`src/sv/assert_macros.svh`:
```
// assertion helpers shared by the filter rtl
`ifndef ASSERT_MACROS_SVH
`define ASSERT_MACROS_SVH

// clocked assertion, disabled while reset is held; expects clk and rst_n in scope
`define BQC_ASSERT(lbl, prop, msg) \
    lbl: assert property (@(posedge clk) disable iff (!rst_n) prop) else $error(msg);

// clocked assertion that also holds during reset
`define BQC_ASSERT_ALWAYS(lbl, prop, msg) \
    lbl: assert property (@(posedge clk) prop) else $error(msg);

`endif

```
`src/sv/bqc_pkg.sv`:
```
// ----------------------------------------------------------------------------
// bqc_pkg
// Types and fixed constants of the cascaded biquad filter.
// ----------------------------------------------------------------------------
package bqc_pkg;

    localparam int GUARD_BITS    = 8;
    localparam int COEFS_PER_SEC = 6;

    localparam logic CMD_FILTER = 1'b0;
    localparam logic CMD_COEF   = 1'b1;

    // per-section sequence; coefficient k is read in phase k
    localparam logic [2:0] PH_READ = 3'd0;
    localparam logic [2:0] PH_B0   = 3'd1;
    localparam logic [2:0] PH_B1   = 3'd2;
    localparam logic [2:0] PH_B2   = 3'd3;
    localparam logic [2:0] PH_A1   = 3'd4;
    localparam logic [2:0] PH_A2   = 3'd5;
    localparam logic [2:0] PH_GAIN = 3'd6;
    localparam logic [2:0] PH_WB   = 3'd7;

    typedef struct packed {
        logic               cmd;
        logic [4:0]         channel;
        logic signed [15:0] sample_in;
        logic [4:0]         coef_slot;
        logic signed [31:0] coef_word;
    } in_item_t;

    typedef struct packed {
        logic [4:0]         out_channel;
        logic signed [15:0] filtered;
        logic               clipped;
    } out_item_t;

    typedef logic [2:0] cfg_word_t;

    typedef struct packed {
        logic               busy;
        logic [2:0]         phase;
    } mac_ctrl_t;

    typedef struct packed {
        logic signed [15:0] x1;
        logic signed [15:0] x2;
        logic signed [15:0] y1;
        logic signed [15:0] y2;
    } hist_word_t;

endpackage

```
`src/sv/bqc_mac.sv`:
```
// ----------------------------------------------------------------------------
// bqc_mac
// Shared multiplier and accumulators computing one biquad section output.
// ----------------------------------------------------------------------------
module bqc_mac #(
    parameter int COEF_FRAC_BITS = 30
) (
    input  logic                clk,
    input  bqc_pkg::mac_ctrl_t  ctrl,
    input  logic signed [31:0]  coef,
    input  bqc_pkg::hist_word_t hist,
    input  logic signed [15:0]  x_in,
    output logic signed [15:0]  y,
    output logic                clip
);
    localparam int FF_SHIFT = COEF_FRAC_BITS - bqc_pkg::GUARD_BITS;
    localparam int Y_SHIFT  = COEF_FRAC_BITS + bqc_pkg::GUARD_BITS;
    localparam int ACC_W    = 50;
    localparam int TOT_W    = 66;

    localparam logic signed [ACC_W:0]   FF_HALF = (ACC_W+1)'(1) <<< (FF_SHIFT - 1);
    localparam logic signed [ACC_W:0]   FF_HI   = (ACC_W+1)'(32'h7fff_ffff);
    localparam logic signed [ACC_W:0]   FF_LO   = -FF_HI - (ACC_W+1)'(1);
    localparam logic signed [TOT_W-1:0] Y_HALF  = TOT_W'(1) <<< (Y_SHIFT - 1);
    localparam logic signed [TOT_W-1:0] Y_HI    = TOT_W'(16'sh7fff);
    localparam logic signed [TOT_W-1:0] Y_LO    = -Y_HI - TOT_W'(1);

    logic signed [31:0]      op_b;
    logic signed [63:0]      prod_reg;
    logic signed [ACC_W-1:0] ff_acc_reg;
    logic signed [ACC_W-1:0] fb_reg;
    logic signed [31:0]      ff_sat_reg;
    logic                    ff_clip_reg;

    logic signed [ACC_W:0]   ff_sum;
    logic signed [ACC_W:0]   ff_shr;
    logic signed [31:0]      ff_sat_next;
    logic                    ff_clip_next;
    logic signed [TOT_W-1:0] tot;
    logic signed [TOT_W-1:0] y_shr;
    logic                    y_clip;

    always_comb
    begin
        unique case (ctrl.phase)
            bqc_pkg::PH_B0:   op_b = 32'(x_in);
            bqc_pkg::PH_B1:   op_b = 32'(hist.x1);
            bqc_pkg::PH_B2:   op_b = 32'(hist.x2);
            bqc_pkg::PH_A1:   op_b = 32'(hist.y1);
            bqc_pkg::PH_A2:   op_b = 32'(hist.y2);
            default:          op_b = ff_sat_reg;
        endcase
    end

    // round the feedforward sum to the guard precision, saturate to 32 bits
    always_comb
    begin
        ff_sum       = (ACC_W+1)'(ff_acc_reg) + FF_HALF;
        ff_shr       = ff_sum >>> FF_SHIFT;
        ff_clip_next = 1'b0;
        if (ff_shr > FF_HI)
        begin
            ff_sat_next  = 32'sh7fff_ffff;
            ff_clip_next = 1'b1;
        end
        else if (ff_shr < FF_LO)
        begin
            ff_sat_next  = -32'sh7fff_ffff - 32'sd1;
            ff_clip_next = 1'b1;
        end
        else
        begin
            ff_sat_next = ff_shr[31:0];
        end
    end

    // gain product minus scaled feedback, rounded to an integer sample and saturated to 16 bits
    always_comb
    begin
        tot    = TOT_W'(prod_reg) - (TOT_W'(fb_reg) <<< bqc_pkg::GUARD_BITS) + Y_HALF;
        y_shr  = tot >>> Y_SHIFT;
        y_clip = 1'b0;
        if (y_shr > Y_HI)
        begin
            y      = 16'sh7fff;
            y_clip = 1'b1;
        end
        else if (y_shr < Y_LO)
        begin
            y      = -16'sh7fff - 16'sd1;
            y_clip = 1'b1;
        end
        else
        begin
            y = y_shr[15:0];
        end
        clip = y_clip | ff_clip_reg;
    end

    always_ff @(posedge clk)
    begin
        prod_reg <= coef * op_b;
        if (ctrl.busy)
        begin
            unique case (ctrl.phase)
                bqc_pkg::PH_B1:
                begin
                    ff_acc_reg <= prod_reg[ACC_W-1:0];
                end
                bqc_pkg::PH_B2, bqc_pkg::PH_A1:
                begin
                    ff_acc_reg <= ff_acc_reg + prod_reg[ACC_W-1:0];
                end
                bqc_pkg::PH_A2:
                begin
                    ff_sat_reg  <= ff_sat_next;
                    ff_clip_reg <= ff_clip_next;
                    fb_reg      <= prod_reg[ACC_W-1:0];
                end
                bqc_pkg::PH_GAIN:
                begin
                    fb_reg <= fb_reg + prod_reg[ACC_W-1:0];
                end
                default:
                begin
                end
            endcase
        end
    end
endmodule

```
`config.mk`:
```
export PLATFORM = sky130hd
export DESIGN_NAME = bqc_mac
export DESIGN_NICKNAME = d
export VERILOG_FILES = /design/src/sv/assert_macros.svh /design/src/sv/bqc_pkg.sv /design/src/sv/bqc_mac.sv
export SDC_FILE = /design/constraint.sdc
export NUM_CORES = 2
export LEC_CHECK = 0
export ABC_AREA = 1
export BUFFER_PORTS_ARGS = -buffer_cell sky130_fd_sc_hd__clkbuf_2
export CORE_UTILIZATION = 55
export CTS_BUF_LIST = sky130_fd_sc_hd__clkbuf_8
export CTS_CLUSTER_DIAMETER = 50
export DETAILED_ROUTE_END_ITERATION = 16
export PLACE_DENSITY = 0.82
export SLEW_MARGIN = 20
export SYNTH_ARGS = -nofsm -noshare
export SYNTH_HDL_FRONTEND = slang
export SYNTH_SLANG_ARGS = --single-unit
```
`constraint.sdc`:
```
create_clock -name clk -period 7.6 [get_ports clk]
set_clock_uncertainty 0.2 [all_clocks]
set_input_delay 0 -clock clk [delete_from_list [all_inputs] [get_ports clk]]
set_output_delay 0 -clock clk [all_outputs]
set_load 0.01 [all_outputs]
```
# After elaboration in Yosys (flattened, before gate mapping)

Cells that the tools add are included.

Add/subtract/negate cells: 5
Multiply operators: 1
$lt $le $gt $ge: 4
Equal/unequal tests: 6
Multiplexer cells: 9
Bitwise gates (word level): 1
Reduce and logical (&&, ||, !) cells: 6

Operators with widths:

| kind                     | number |
|---|---|
| $pmux W50 S2             | 2 |
| $pmux W32 S5             | 1 |
| $add A50 B50 Y50         | 2 |
| $add A65 B39 Y66 const B | 1 |
| $sub A64 B58 Y65         | 1 |
| $mul A32 B32 Y64         | 1 |
| $add A50 B23 Y51 const B | 1 |
| $gt A29 B32 Y1 const B   | 1 |
| $lt A29 B32 Y1 const B   | 1 |
| $mux W16                 | 2 |
| $mux W32                 | 1 |
| $gt A28 B16 Y1 const B   | 1 |
| $lt A28 B16 Y1 const B   | 1 |
| $eq A3 B3 Y1 const B     | 3 |
| $eq A3 B2 Y1 const B     | 2 |
| $reduce_and A2 Y1        | 3 |
| $reduce_bool A2 Y1       | 2 |
| $eq A3 B1 Y1 const B     | 1 |
| $mux W1                  | 3 |
| $reduce_or A2 Y1         | 1 |
| $or A1 B1 Y1             | 1 |

Register bits after elaboration: 197
Input bits: 117
Output and inout bits: 17
Word-level logic and storage cells: 37

# Logic depth before layout (Yosys ltp)

Depth after elaboration: 6
Depth in mapped cells: 42
Mapped depth without buffers: 40

# Least setup slack after synthesis

No wires, ideal clock.

Path kind: input -> register
Start: input ctrl[1] (netlist bit)
End: register prod_reg[62]
Library setup time: 72 ps
Arrival: 7716 ps
Required time: 7328 ps
Slack: -388 ps
Stages: 30
Buffers on the path: 3
Path through: inv_1 > nand2_1 > nand3_2 > clkbuf_1 > buf_2 > nand3_1 > o21ai_1 > buf_2 > nor2_1 > ha_1 > fa_1 > fa_1 > inv_1 > fa_1 > inv_1 > fa_1 > inv_1 > fa_1 > fa_1 > fa_1 > inv_1 > ha_1 > nand2_1 > nor3_1 > nand2_1 > nor3_1 > inv_1 > o221a_2 > o21ai_0 > xor2_1

Word-level cells in the longest chain between the ends: 3
Elaborated cells on any way between the ends: 7
Classes of those cells: mul: 1; eq/ne: 5; mux: 1

Ends and longest elaborated chain:

| element                              | RTL line       | text |
|---|---|---|
| from (decl)                          | bqc_mac.sv:9   | `input bqc_pkg::mac_ctrl_t ctrl,` |
| $eq A3 B3 Y1 (tied with other cells) | bqc_mac.sv:45  | `unique case (ctrl.phase)` |
| $pmux W32 S5 (*)                     | bqc_mac.sv:45  |  |
| $mul A32 B32 Y64 (*)                 | bqc_mac.sv:102 | `prod_reg <= coef * op_b;` |
| to (signal assigned)                 | bqc_mac.sv:102 |  |
| to (decl)                            | bqc_mac.sv:29  | `logic signed [63:0] prod_reg;` |

Mark *: on every way between the ends. The rest lies on a longest branch, timed or not.
A chain may end at the register's enable or synchronous reset.

# Final worst setup path

Start: register ff_sat_reg[12]
End: register prod_reg[60]

Word-level cells in the longest chain between the ends: 2

Ends and longest elaborated chain:

| element                | RTL line       | text |
|---|---|---|
| from (decl)            | bqc_mac.sv:32  | `logic signed [31:0] ff_sat_reg;` |
| from (signal assigned) | bqc_mac.sv:116 | `ff_sat_reg <= ff_sat_next;` |
| $pmux W32 S5           | bqc_mac.sv:45  |  |
| $mul A32 B32 Y64       | bqc_mac.sv:102 |  |

No other way between the ends.

==> impl_metrics.yaml <==
place:
  place_area_um2: 61680
  place_congestion: 1.015
  dp_cells: 8890
  io_buffers: 133
  hpwl_um: 157900
  place_ws_ns: -1.272
routing:
  post_drt_wl_per_cell_um: 21.29
  wl_met3_um: 20120
  viasPerCell: 5.608
  drc: 0
  top_layer_used: "met5"
  drt_pass1_iterations: 6
  drt_iter0_drc: 4669
  wl_met1_um: 68200
  wl_met2_um: 87380
  via_count: 50466
  totalWireLength_um: 191600
  ant_nets: 0
clocking:
  cts.sinks: 195
  clkSlewWorstSetupHoldPaths_ns: 0.11
  cts_buffers: 17
  cts_htree_levels: 4
  clk_path_buf_depth: 2
  clk-insertion-delay-late_ns: 0.52
  cts_root_buf: "clkbuf_8"
  cts_tree: "yes"
yosys:
  synth_top_cell_by_area: "fa_1"
  synth_top_family_by_area: "adder cells"
  synth_seq_area_share_pct: 9.474
  syn_area_um2: 55050
  ys_ff_latch: 195
  netlist_instances: 7066
  synth_compound_area_share_pct: 7.103
  synthXorXnorAreaFrac_pct: 2.307
  synthAdderAreaFrac_pct: 48.52
  synth_cell_types: 61
  synth_fp_nets: 8668
  yosys_warnings: 0
  netlist.area_leader.share_pct: 39.39
  synth.area.top_cells: "fa_1, inv_1, nand2_1"
  yosys.area_share.simple_pct: 19.70
  muxShareOfSynthArea_pct: 0
  post_synth.cell_area_avg_um2: 7.791
timing:
  setup_viol: 15
  timing.final.ws_setup_ns: -0.2095
  relSlewSlack_pct: 28.73
  fmaxAchievable_ghz: 0.1280
  fin_tns_setup_ns: -1.050
  period_share_pct: 102.8
  worst_slew_pin_slew_ns: 1.067
  maxSlewViolCount: 0
  rsz0062_at_grt: "true"
  period_needed_ns: 7.810
  timing.final.hold_violations: 0
grt:
  grt_pass1_vias: 52446
  antenna_found_initial: 4
  grt_pass1_wl_um: 288400
  overflow: 0
  grt_max_degree: 54
  grt.total_usage_pct: 37.16
final_layout:
  area_growth_pct: 17.67
  drive_above_1_share_pct: 16.46
  largest_register_ffs: 64
  final.fill_count: 8037
  finalNonFillerCells: 8999
  nets: 9298
  final_common_cell: "inv_1"
  finish.instance_area_um2: 64770
  mostFrequentLayoutCells: "inv_1, nand2_1, fa_1"
setup_path:
  worstPathArrival_ns: 8.02
  slowest_delay_ns: 0.60
  crit_type: "reg -> reg"
  crit_path_end_kind: "flop"
  cp-endpoint: "prod_reg[60]"
  worst-endpoint-required_ns: 7.81
  crit_top_cell: "fa_1"
  cp_top_family: "adder cells"
  cp_slowest_cell: "fa_1"
  rr_startpoint: "ff_sat_reg[12]"
  worstPathBufferInverterCount: 8
  crit_path_max_fanout: 10
  r2r-end: "prod_reg[60]"
  startpoint_type: "flop"
  reg2reg_setup_slack_ns: -0.21
  cp-startpoint: "ff_sat_reg[12]"
  cp.depth: 25
  r2r.worst_path.cells: 25
run_status:
  status: "finished, violations left"
  violations: "negative setup slack"
floorplanning:
  coreArea_um2: 98710
  initial_utilization_pct: 55.77
  die_h_um: 318.4
  die_x_um: 318.4
  io_pins: 134
  rows: 115
  die-area_um2: 101400
run:
  max_cap_viol_count: 0
hold_path:
  hp-class: "in -> reg"
[worst register-to-register path, delay by kind of cell, from the launching register on]
family	cells	cell delay (ns)
adders and majority gates	9	4.40
AOI/OAI and AO/OA	6	1.31
buffers and inverters	8	0.94
DFF	1	0.56
xor gates and xnor gates	1	0.21
and+or+nand+nor	1	0.07
[layout make-up]
type | instances | area [µm²] | share of cell area [%]
well taps | 1287 | 1610 | 2.486
multi-input cells | 5004 | 44440 | 68.61
clock inverters | 15 | 165.2 | 0.2550
repair buffers | 808 | 6792 | 10.48
clock buffers | 17 | 234.0 | 0.3612
flip-flops and latches | 195 | 5215 | 8.051
diodes | 3 | 7.507 | 0.01159
inverters | 1670 | 6311 | 9.743
[worst min-delay path by stage]
stage	from	end	depth (start not counted)
final	ctrl[3]	ff_acc_reg[30]	3
after global routing	ctrl[3]	ff_acc_reg[30]	3
after CTS	ctrl[3]	ff_acc_reg[47]	3
after detailed placement	prod_reg[49]	fb_reg[49]	2
after global placement	prod_reg[49]	fb_reg[49]	2
after floorplan	x_in[0]	prod_reg[0]	4
[Yosys cell counts, drive strengths merged]
library cell  number
ha               402
and3              15
o221ai             2
a31oi             65
nand4             15
a21o              27
buf               60
a311oi             1
nor2             869
conb               1
o21a               7
nor4              26
o31ai              7
nor3b              2
fa              1083
o21ai            244
clkinv             9
and2               1
o22ai              2
or3                1
a22oi              1
nand2           1482
a21boi            11
inv             1661
dfxtp             64
a221oi            18
nor3              35
or3b               2
o211ai            12
nand3            180
o221a              2
or4                1
edfxtp           131
or2               44
a21oi            257
clkbuf           137
a211oi             3
xnor2             54
nand3b            12
o21bai            29
xor2              91
[through the flow]
step	hold WS, ns	util [%]
CTS	0.02374	63.46
detailed placement	0.3891	62.48
global route	0.03978	65.62
global placement	0.3913	62.48
finish	0.03322	65.62
floorplan	0.1092	-
[logic make-up (layout without fill, tap and decap cells)]
family	Yosys count	after routing
and+or+nand+nor	2685	2685
buffers and inverters	1867	2510
adders and majority gates	1485	1485
AOI/OAI and AO/OA	688	688
DFF	195	195
xor gates and xnor gates	145	145
other	1	4
[layer usage]
metal	global-route usage (%)	up-vias
met4	21.85	2
met2	60.81	2830
li1	-	22427
met1	45.76	24369
met5	0	-
met3	7.307	838
[repair_timing]
action / 4_1_cts / 5_1_grt
resized for setup: 103 / 365
setup endpoints to repair: 28 / 36
hold buffers: 0 / 0
cloned: 1 / 7
hold endpoints to repair: 0 / 0
buffers inserted: 13 / 54
pin swaps: 46 / 185
Power is not shown: default switching activity piles up to over one toggle a cycle in this logic, so the estimate is an artifact.
