### config.mk
export PLATFORM = sky130hd
export DESIGN_NAME = bqc_ram
export DESIGN_NICKNAME = d
export VERILOG_FILES = /design/src/sv/assert_macros.svh /design/src/sv/bqc_ram.sv
export SDC_FILE = /design/constraint.sdc
export NUM_CORES = 1
export LEC_CHECK = 0
export BUFFER_PORTS_ARGS = -buffer_cell sky130_fd_sc_hd__clkbuf_2
export CORE_ASPECT_RATIO = 0.7
export CORE_MARGIN = 5
export CORE_UTILIZATION = 45
export DETAILED_ROUTE_END_ITERATION = 10
export SETUP_SLACK_MARGIN = 0.2
export SYNTH_ARGS = -nofsm -noshare
export SYNTH_HDL_FRONTEND = slang
export SYNTH_SLANG_ARGS = --single-unit
### constraint.sdc
create_clock -name clk -period 3.8 [get_ports clk]
set_input_delay 0.57 -clock clk [delete_from_list [all_inputs] [get_ports clk]]
set_output_delay 0.57 -clock clk [all_outputs]
set_load 0.01 [all_outputs]
### src/sv/assert_macros.svh
// assertion helpers shared by the filter rtl
`ifndef ASSERT_MACROS_SVH
`define ASSERT_MACROS_SVH

// clocked assertion, disabled while reset is held; expects clk and rst_n in scope
`define BQC_ASSERT(lbl, prop, msg) \
    lbl: assert property (@(posedge clk) disable iff (!rst_n) prop) else $error(msg);

// clocked assertion that also holds during reset
`define BQC_ASSERT_ALWAYS(lbl, prop, msg) \
    lbl: assert property (@(posedge clk) prop) else $error(msg);

`endif

### src/sv/bqc_ram.sv
// ----------------------------------------------------------------------------
// bqc_ram
// Generic simple dual-port RAM, one write and one registered read port.
// ----------------------------------------------------------------------------
module bqc_ram #(
    parameter int WIDTH = 32,
    parameter int DEPTH = 24
) (
    input  logic                                    clk,
    input  logic                                    we,
    input  logic [(DEPTH > 1 ? $clog2(DEPTH) : 1)-1:0] waddr,
    input  logic [WIDTH-1:0]                        wdata,
    input  logic                                    re,
    input  logic [(DEPTH > 1 ? $clog2(DEPTH) : 1)-1:0] raddr,
    output logic [WIDTH-1:0]                        rdata
);
    logic [WIDTH-1:0] mem [DEPTH];

    always_ff @(posedge clk)
    begin
        if (we)
        begin
            mem[waddr] <= wdata;
        end
        if (re)
        begin
            rdata <= mem[raddr];
        end
    end
endmodule

* Word-level counts from Yosys, hierarchy flattened
Memory sizes are Yosys's and may differ from the RTL's. A register that Yosys moved wholly into a read port is not among the register bits.
Index checks and enable logic that the tools add are counted.
** Cells by class
- Multiplexer cells :: 2
** Operators by type and width (count)
- 1-bit two-way mux :: 2
** Word-level totals
- Register bits :: 0
- Logic and storage cells :: 3
- Output and inout bits :: 32
- Memories kept :: 1
- RAM bits :: 768
- Input port bits :: 45
** Memory list
- mem :: depth 24, width 32, rd ports 1, clocked after Yosys merged registers in 1, write ports 1, RTL line bqc_ram.sv:17 : logic [WIDTH-1:0] mem [DEPTH];

* Logic depth before layout (Yosys ltp)
Gate-level depths: netlist of run 1.
- Depth in word-level cells :: 2
- Depth in mapped cells :: 7
- Gate-level depth less buffers :: 4

* Least setup slack after synthesis of run 1
No wires, ideal clock.
- Path kind :: input port to flip-flop
- Start point :: input port waddr[1] in the netlist's numbering
- End point :: memory mem[20][0] (enable)
- Arrival :: 2.555 ns
- Required time :: 3.379 ns
- Path buffers :: 1
- Setup time :: 0.421 ns
- Stages on the path :: 3
- Path slack :: 0.824 ns
- Cell sequence :: or3b_2 -> clkbuf_1 -> nor2_1
** RTL lines
- start: declaration :: RTL line bqc_ram.sv:11 : input logic [(DEPTH > 1 ? $clog2(DEPTH) : 1)-1:0] waddr,
- end: declaration :: RTL line bqc_ram.sv:17
No word-level cell before the write port.

==> insert_results.sql, run 1 <==
INSERT INTO impl_metrics (metric_group, metric, value, unit) VALUES
('outcome', 'run_status', 'finished, final reports clean', ''),
('critical_path', 'timing.reg2reg.setup_slack', '2.14', 'ns'),
('timing', 'finalHoldViolCount', '0', ''),
('floorplan', 'fp.dieArea', '73400', 'sq um'),
('floorplan', 'initial_core_util', '45.2', '%'),
('yosys', 'ys.flop_type', 'sky130_fd_sc_hd__edfxtp_1', ''),
('critical_path', 'crit_required', '4.16', 'ns'),
('yosys', 'synth_compound_area_share', '2.31', '%'),
('timing', 'period_minus_slack', '2.28', 'ns'),
('route', 'drt-vias-per-instance', '5.83', ''),
('yosys', 'synth_enable_flop_cells', '800', ''),
('yosys', 'ys_seq_elements', '800', ''),
('power_and_ir_drop', 'switching_share', '20.7', '%'),
('route', 'detail_route.first_pass.iterations', '5', ''),
('route', 'highest-signal-layer', 'met4', ''),
('route', 'num_vias', '15299', ''),
('timing', 'slew_viol_final', '0', ''),
('grt', 'grt_antenna_before_repair', '1', ''),
('timing', 'worst_pin_slew', '1.04', 'ns'),
('critical_path', 'critical_path.n_buffers_inverters', '2', ''),
('cells_and_area', 'area.growth.synth_to_final', '13.4', '%'),
('clocking', 'cts_num_sinks', '800', ''),
('critical_path', 'crit_top_cell', 'sky130_fd_sc_hd__buf_4', ''),
('yosys', 'yosysWarnings', '0', ''),
('power_and_ir_drop', 'worst_ir_drop_vdd', '0.281', 'mV'),
('worst_hold_path', 'hold_path_class', 'primary input to flop', ''),
('place', 'io_buffers', '76', ''),
('power_and_ir_drop', 'power_switching', '3.67', 'mW'),
('timing', 'maxSlewHeadroom', '30.9', '%'),
('power_and_ir_drop', 'clockPowerShare', '39.2', '%'),
('yosys', 'synth_sequential_area_ratio', '78.5', '%'),
('yosys', 'ys_async_rst_share', '0', '%'),
('critical_path', 'crit_chain', 'buf_4, buf_4, mux4_2, mux2_2, nand2_1, nand3_1', ''),
('timing', 'setup_violations', '0', ''),
('route', 'wirelength', '74.4', 'mm'),
('route', 'wl_met2', '32.3', 'mm'),
('clocking', 'tritoncts', 'yes', ''),
('clocking', 'clock_tree.buffer_depth', '3', ''),
('yosys', 'post_synth_inst_count', '1543', ''),
('timing', 'fin_setup_tns', '0', 'ns'),
('clocking', 'postCtsSetupBuffers', '0', ''),
('yosys', 'synth_top_family_by_area', 'multiplexers', ''),
('place', 'routabilityCongestion', '0.749', ''),
('yosys', 'synth_xor_xnor_area_share', '0', '%'),
('clocking', 'ctsHtreeMaxLevel', '3', ''),
('yosys', 'area_of_the_mapped_netlist', '30600', 'sq um'),
('power_and_ir_drop', 'power.leakage', '11.5', 'nW'),
('cells_and_area', 'antenna-diode-count', '0', ''),
('route', 'drt_first_iter_violations', '1654', ''),
('floorplan', 'die_width', '322', 'um'),
('route', 'ant_nets', '0', ''),
('clocking', 'root_buffer_master', 'sky130_fd_sc_hd__clkbuf_16', ''),
('power_and_ir_drop', 'comb_power_share', '5.0', '%'),
('yosys', 'yosys-top-cells-area', 'sky130_fd_sc_hd__edfxtp_1, sky130_fd_sc_hd__mux2i_1, sky130_fd_sc_hd__mux4_2', ''),
('cells_and_area', 'n_fill_cell', '5362', ''),
('grt', 'grt-ovfl-total', '0', ''),
('floorplan', 'num_io_pins', '77', ''),
('route', 'met1Wirelength', '35.5', 'mm'),
('yosys', 'synthesis.nets', '1588', ''),
('timing', 'final_setup_skew', '0.0124', 'ns'),
('floorplan', 'floorplan.rows', '80', ''),
('yosys', 'synthDominantAreaCellType', 'sky130_fd_sc_hd__edfxtp_1', ''),
('clocking', 'number_of_buffers_created_by_cts', '73', ''),
('cells_and_area', 'fraction_of_final_layout_cells_with_drive_strength_greater_than_1', '21.4', '%'),
('yosys', 'synth_cell_type_count', '24', ''),
('clocking', 'post_cts_hold_buffer_count', '0', ''),
('floorplan', 'fp.dieH', '228', 'um'),
('floorplan', 'core-area', '67800', 'sq um'),
('timing', 'rsz_0062_raised_after_global_routing', 'false', ''),
('clocking', 'clk_pin_slew_worst_paths', '0.07', 'ns'),
('clocking', 'clk-insertion-delay-late', '0.61', 'ns');
## registers in the layout (all words and copies together), names as in the netlist
name   cells
mem      768
rdata     32
## layer usage
metal / track usage [%] / up-vias
met4: 3.07 / 0
met2: 28.7 / 573
li1: - / 6535
met5: 0 / -
met3: 3.87 / 66
met1: 32.7 / 8125
## final timing paths
| check | startpoint | endpoint | cells after the start |
|---|---|---|---|
| worst min register to register | mem[6][30] | rdata[30] | 4 |
| worst max-delay path | raddr[2] | rdata[15] | 6 |
| worst min-delay path | wdata[15] | mem[3][15] | 1 |
| worst max register to register | mem[23][5] | rdata[5] | 4 |
## through the flow
step           cell area, sq um  hold slack [ns]  power (mW)  utilization [%]
2_1_floorplan             30600            0.637        10.6                -
3_3_place_gp              32500            0.682        11.0             48.0
3_5_place_dp              32500            0.693        11.0             48.0
4_1_cts                   34700            0.428        17.9             51.2
5_1_grt                   34700            0.469        18.3             51.2
6_report                  34700            0.451        17.7             51.2
## layout by cell type (no fill, tap or decap)
master                       instances
sky130_fd_sc_hd__inv_2               1
sky130_fd_sc_hd__mux2_2             32
sky130_fd_sc_hd__nor2b_4             2
sky130_fd_sc_hd__nor2_1              2
sky130_fd_sc_hd__buf_8               1
sky130_fd_sc_hd__clkbuf_2           74
sky130_fd_sc_hd__or3b_2              2
sky130_fd_sc_hd__a221oi_1           12
sky130_fd_sc_hd__mux2i_1           232
sky130_fd_sc_hd__nand4_1            32
sky130_fd_sc_hd__nand3b_1            4
sky130_fd_sc_hd__bufinv_16           3
sky130_fd_sc_hd__nor2_4             26
sky130_fd_sc_hd__clkinv_1           17
sky130_fd_sc_hd__nand2b_1            1
sky130_fd_sc_hd__clkbuf_1           19
sky130_fd_sc_hd__a22oi_1            72
sky130_fd_sc_hd__and2_2              1
sky130_fd_sc_hd__clkinvlp_4          1
sky130_fd_sc_hd__buf_12             12
sky130_fd_sc_hd__or3_1               1
sky130_fd_sc_hd__edfxtp_1          800
sky130_fd_sc_hd__inv_6               2
sky130_fd_sc_hd__nand3_1            53
sky130_fd_sc_hd__buf_4              51
sky130_fd_sc_hd__nand2_1            98
sky130_fd_sc_hd__clkinv_2            6
sky130_fd_sc_hd__nor2b_2             1
sky130_fd_sc_hd__clkbuf_16          77
sky130_fd_sc_hd__o21ai_0            12
sky130_fd_sc_hd__mux4_2             76
## cells by family after synthesis
group	count (synthesis)
simple gates	223
mux	340
flops	800
buf+inv	84
compound gates	96
## layout make-up
cell class | count | area, sq um | area share, %
Clock inverter | 29 | 209 | 0.602
Inverter | 1 | 3.75 | 0.0108
Multi-Input combinational cell | 659 | 6340 | 18.3
Sequential cell | 800 | 24000 | 69.2
Timing Repair Buffer | 138 | 1010 | 2.91
Tap cell | 902 | 1130 | 3.25
Clock buffer | 96 | 2000 | 5.76
## power groups by stage
stage	Sequential [mW]	Clock [mW]	Combinational, mW
2_1_floorplan	10.1	0	0.486
5_1_grt	9.90	7.45	0.952
4_1_cts	9.90	7.08	0.895
3_3_place_gp	10.1	0	0.878
6_report	9.90	6.95	0.884
3_5_place_dp	10.1	0	0.893
## worst reg2reg max path, cell delays in order, from the launching register on
cell                       delay [ns]
sky130_fd_sc_hd__edfxtp_1        0.38
sky130_fd_sc_hd__mux4_2          0.51
sky130_fd_sc_hd__mux2_2          0.27
sky130_fd_sc_hd__nand2_1         0.07
sky130_fd_sc_hd__nand3_1         0.14
Note: power is estimated with default switching activity, not from simulation.
==> run 2: changes to the inputs <==
--- a/config.mk
+++ b/config.mk
@@ -5,6 +5,7 @@
 export SDC_FILE = /design/constraint.sdc
 export NUM_CORES = 1
 export LEC_CHECK = 0
+export ABC_AREA = 1
 export BUFFER_PORTS_ARGS = -buffer_cell sky130_fd_sc_hd__clkbuf_2
 export CORE_ASPECT_RATIO = 0.7
 export CORE_MARGIN = 5
==> constraint.sdc (replaced) <==
create_clock -name clk -period 2 [get_ports clk]
set_input_delay 0.3 -clock clk [delete_from_list [all_inputs] [get_ports clk]]
set_output_delay 0.3 -clock clk [all_outputs]
set_load 0.01 [all_outputs]
==> insert_results.sql, run 2 <==
INSERT INTO impl_metrics (metric_group, metric, value, unit) VALUES
('power_and_ir_drop', 'comb_power_share', '6.3', '%'),
('timing', 'final_min_period_over_clock_period', '81.7', '%'),
('cells_and_area', 'final-instance-count-excl-fill', '4056', ''),
('yosys', 'netlist_top_cells_count', 'sky130_fd_sc_hd__edfxtp_1, sky130_fd_sc_hd__nand2_1, sky130_fd_sc_hd__nand3_1', ''),
('floorplan', 'floorplan.rows', '83', ''),
('route', 'ant_nets', '0', ''),
('yosys', 'synth_sequential_area_ratio', '72.3', '%'),
('clocking', 'root_buffer_master', 'sky130_fd_sc_hd__clkbuf_16', ''),
('route', 'drc', '0', ''),
('timing', 'slew_viol_final', '0', ''),
('critical_path', 'crit_chain', 'clkbuf_2', ''),
('critical_path', 'critical_path_arrival', '1.33', 'ns'),
('grt', 'grtUsageMet2', '35.3', '%'),
('critical_path', 'end_kind', 'output pin', ''),
('route', 'wirelength', '89.0', 'mm'),
('yosys', 'ys_seq_elements', '800', ''),
('route', 'routedWlPerCell', '21.9', 'um'),
('floorplan', 'die_width', '335', 'um'),
('timing', 'finalHoldViolCount', '0', ''),
('timing', 'setup_slack', '0.366', 'ns'),
('route', 'drt_first_iter_violations', '2419', ''),
('cells_and_area', 'regMostFlops', 'mem', ''),
('yosys', 'post_synth_inst_count', '2926', ''),
('yosys', 'yosysTopAreaCellShare', '72.3', '%'),
('critical_path', 'cp_slowest_stage_delay', '0.52', 'ns'),
('route', 'detail_route.first_pass.iterations', '6', ''),
('power_and_ir_drop', 'switching_share', '22.2', '%'),
('grt', 'grtUsageMet3', '3.65', '%'),
('place', 'place_ws', '0.110', 'ns'),
('critical_path', 'timing.setup.critical_path_class', 'flop to output pin', ''),
('critical_path', 'destination_of_the_worst_register_to_register_timing_path', 'rdata[1]', ''),
('power_and_ir_drop', 'intPower', '27.2', 'mW'),
('run', 'number_of_violations_of_the_max_capacitance_limit', '0', ''),
('place', 'placement.cell_area', '35700', 'sq um'),
('critical_path', 'crit_path_max_fanout', '1', ''),
('yosys', 'yosysWarnings', '0', ''),
('timing', 'setup_violations', '0', ''),
('power_and_ir_drop', 'clockPowerShare', '40.0', '%'),
('cells_and_area', 'area.growth.synth_to_final', '14.7', '%'),
('yosys', 'area_of_the_mapped_netlist', '33200', 'sq um'),
('worst_hold_path', 'terminating_pin_of_the_worst_hold_path', 'rdata[24]', ''),
('place', 'routabilityCongestion', '0.803', ''),
('outcome', 'run_status', 'finished, final reports clean', ''),
('power_and_ir_drop', 'p_per_area', '919', 'nW/um^2'),
('worst_hold_path', 'hold_path_class', 'primary input to flop', ''),
('grt', 'grt_antenna_before_repair', '3', ''),
('place', 'post-place-cells', '3920', ''),
('clocking', 'clk-insertion-delay-late', '0.63', 'ns'),
('cells_and_area', 'leading_cell_type_in_the_layout_fill_and_taps_excluded', 'sky130_fd_sc_hd__edfxtp_1', ''),
('critical_path', 'worst_r2r_startpoint', 'mem[15][1]', ''),
('route', 'drt-vias-per-instance', '5.38', ''),
('power_and_ir_drop', 'worst_ir_drop_vdd', '0.797', 'mV'),
('place', 'post-dp-hpwl', '48.8', 'mm'),
('cells_and_area', 'fraction_of_final_layout_cells_with_drive_strength_greater_than_1', '9.94', '%'),
('cells_and_area', 'largest_reg_flops', '768', ''),
('yosys', 'synth_enable_flop_cells', '800', ''),
('floorplan', 'initial_core_util', '45.4', '%'),
('worst_hold_path', 'timing.hold.worst_path_depth', '1', ''),
('timing', 'period_minus_slack', '1.63', 'ns'),
('grt', 'grt_util_all_layers', '22.2', '%'),
('power_and_ir_drop', 'power_switching', '7.79', 'mW'),
('floorplan', 'core-area', '73200', 'sq um'),
('yosys', 'ys_async_rst_share', '0', '%'),
('grt', 'grt_pass1_vias', '20934', ''),
('timing', 'fin_setup_tns', '0', 'ns'),
('power_and_ir_drop', 'power_frac_seq', '53.7', '%'),
('critical_path', 'worstSetupStartpointType', 'flop', ''),
('power_and_ir_drop', 'power.leakage', '14.9', 'nW'),
('worst_hold_path', 'hold_path.startpoint', 're', ''),
('cells_and_area', 'layout_common_cells', 'sky130_fd_sc_hd__edfxtp_1, sky130_fd_sc_hd__nand2_1, sky130_fd_sc_hd__nand3_1', ''),
('cells_and_area', 'top_regs', 'mem x768, rdata x32', ''),
('clocking', 'clk_pin_slew_worst_paths', '0.06', 'ns'),
('yosys', 'yosys-top-cells-area', 'sky130_fd_sc_hd__edfxtp_1, sky130_fd_sc_hd__nand2_1, sky130_fd_sc_hd__nand3_1', ''),
('yosys', 'yosys.cell_count.top_type', 'sky130_fd_sc_hd__edfxtp_1', ''),
('floorplan', 'num_io_pins', '77', ''),
('cells_and_area', 'layout.cell_area.non_filler', '38100', 'sq um'),
('critical_path', 'worst_r2r_path_depth', '8', ''),
('route', 'num_vias', '21814', ''),
('yosys', 'ys.flop_type', 'sky130_fd_sc_hd__edfxtp_1', ''),
('critical_path', 'cp_top_family', 'flip-flops', ''),
('timing', 'final_setup_skew', '0.0279', 'ns'),
('grt', 'grt_max_degree', '152', ''),
('critical_path', 'critical_path.n_buffers_inverters', '1', ''),
('clocking', 'ctsHtreeMaxLevel', '3', ''),
('place', 'io_buffers', '76', ''),
('yosys', 'synth_cell_type_count', '16', ''),
('floorplan', 'fp.dieArea', '79400', 'sq um'),
('grt', 'groute.layer.met1.usage', '32.3', '%'),
('critical_path', 'timing.reg2reg.setup_slack', '0.64', 'ns'),
('yosys', 'mean_cell_area_of_the_mapped_netlist', '11.4', 'sq um'),
('cells_and_area', 'layout.nets', '3066', ''),
('timing', 'rsz_0062_raised_after_global_routing', 'false', ''),
('yosys', 'synthDominantAreaCellType', 'sky130_fd_sc_hd__edfxtp_1', ''),
('clocking', 'post_cts_hold_buffer_count', '0', ''),
('cells_and_area', 'n_fill_cell', '6235', ''),
('clocking', 'tritoncts', 'yes', ''),
('clocking', 'postCtsSetupBuffers', '0', ''),
('clocking', 'number_of_buffers_created_by_cts', '76', ''),
('timing', 'maxSlewHeadroom', '52.5', '%'),
('yosys', 'synthesis.nets', '2971', ''),
('critical_path', 'crit_required', '1.70', 'ns'),
('floorplan', 'fp.dieH', '237', 'um'),
('clocking', 'postCtsResizedCells', '0', ''),
('grt', 'grt-ovfl-total', '0', ''),
('clocking', 'cts_num_sinks', '800', ''),
('grt', 'top_usage_layer', 'met2', ''),
('grt', 'wire_length_of_the_first_global_routing_pass', '133', 'mm'),
('timing', 'fmaxAchievable', '0.612', 'GHz'),
('clocking', 'clock_tree.buffer_depth', '3', ''),
('timing', 'worst_pin_slew', '0.712', 'ns'),
('critical_path', 'crit_slowest_cell', 'sky130_fd_sc_hd__edfxtp_1', '');
run 2: routing by layer:
metal	up-vias	wire length, um
met5	-	36
met4	6	2200
met3	152	7010
met2	934	40800
met1	10704	39000
li1	10018	-
run 2: power by group through the flow:
stage	clock, mW	combinational, mW	sequential, mW
final	14.0	2.21	18.8
after global routing	14.9	2.41	18.8
after CTS	14.3	2.21	18.8
after detailed placement	0	2.20	19.2
after global placement	0	2.16	19.2
after floorplan	0	1.18	19.2
run 2: logic make-up (layout without fill, tap and decap cells):
logic type,count (synthesis),in the layout,share of synthesized area [%]
buf+inv,555,707,7.10
other cells,0,1,0
compound gates,192,192,3.38
flops,800,800,72.3
simple gates,1379,1379,17.2
run 2: per-stage QoR:
step                hold slack, ns  power (mW)  utilization (%)
finish                       0.113        35.0             52.1
detailed placement           0.676        21.4             48.8
floorplan                    0.399        20.3                -
global placement             0.671        21.3             48.8
CTS                         0.0752        35.3             52.0
global route                0.0864        36.1             52.0
run 2: cell type report:
class / count / area (sq um) / share of cell area, %
inverters: 393 / 1500 / 3.92
diodes: 1 / 2.50 / 0.00657
clock inverters: 34 / 288 / 0.755
repair buffers: 179 / 1990 / 5.21
flip-flops and latches: 800 / 24000 / 63.0
well taps: 977 / 1220 / 3.21
clock buffers: 101 / 2080 / 5.46
multi-input cells: 1571 / 7010 / 18.4
run 2: how the worst max path moves through the flow:
| stage | startpoint | endpoint | slack, ns | depth (start not counted) |
|---|---|---|---|---|
| 3_3_place_gp | raddr[0] | rdata[8] | 0.11 | 9 |
| 6_report | rdata[3] | rdata[3] | 0.37 | 1 |
| 3_5_place_dp | raddr[0] | rdata[26] | 0.11 | 11 |
| 5_1_grt | rdata[31] | rdata[31] | 0.34 | 1 |
| 2_1_floorplan | waddr[1] | mem[21][0] | 0.07 | 3 |
| 4_1_cts | rdata[31] | rdata[31] | 0.32 | 1 |
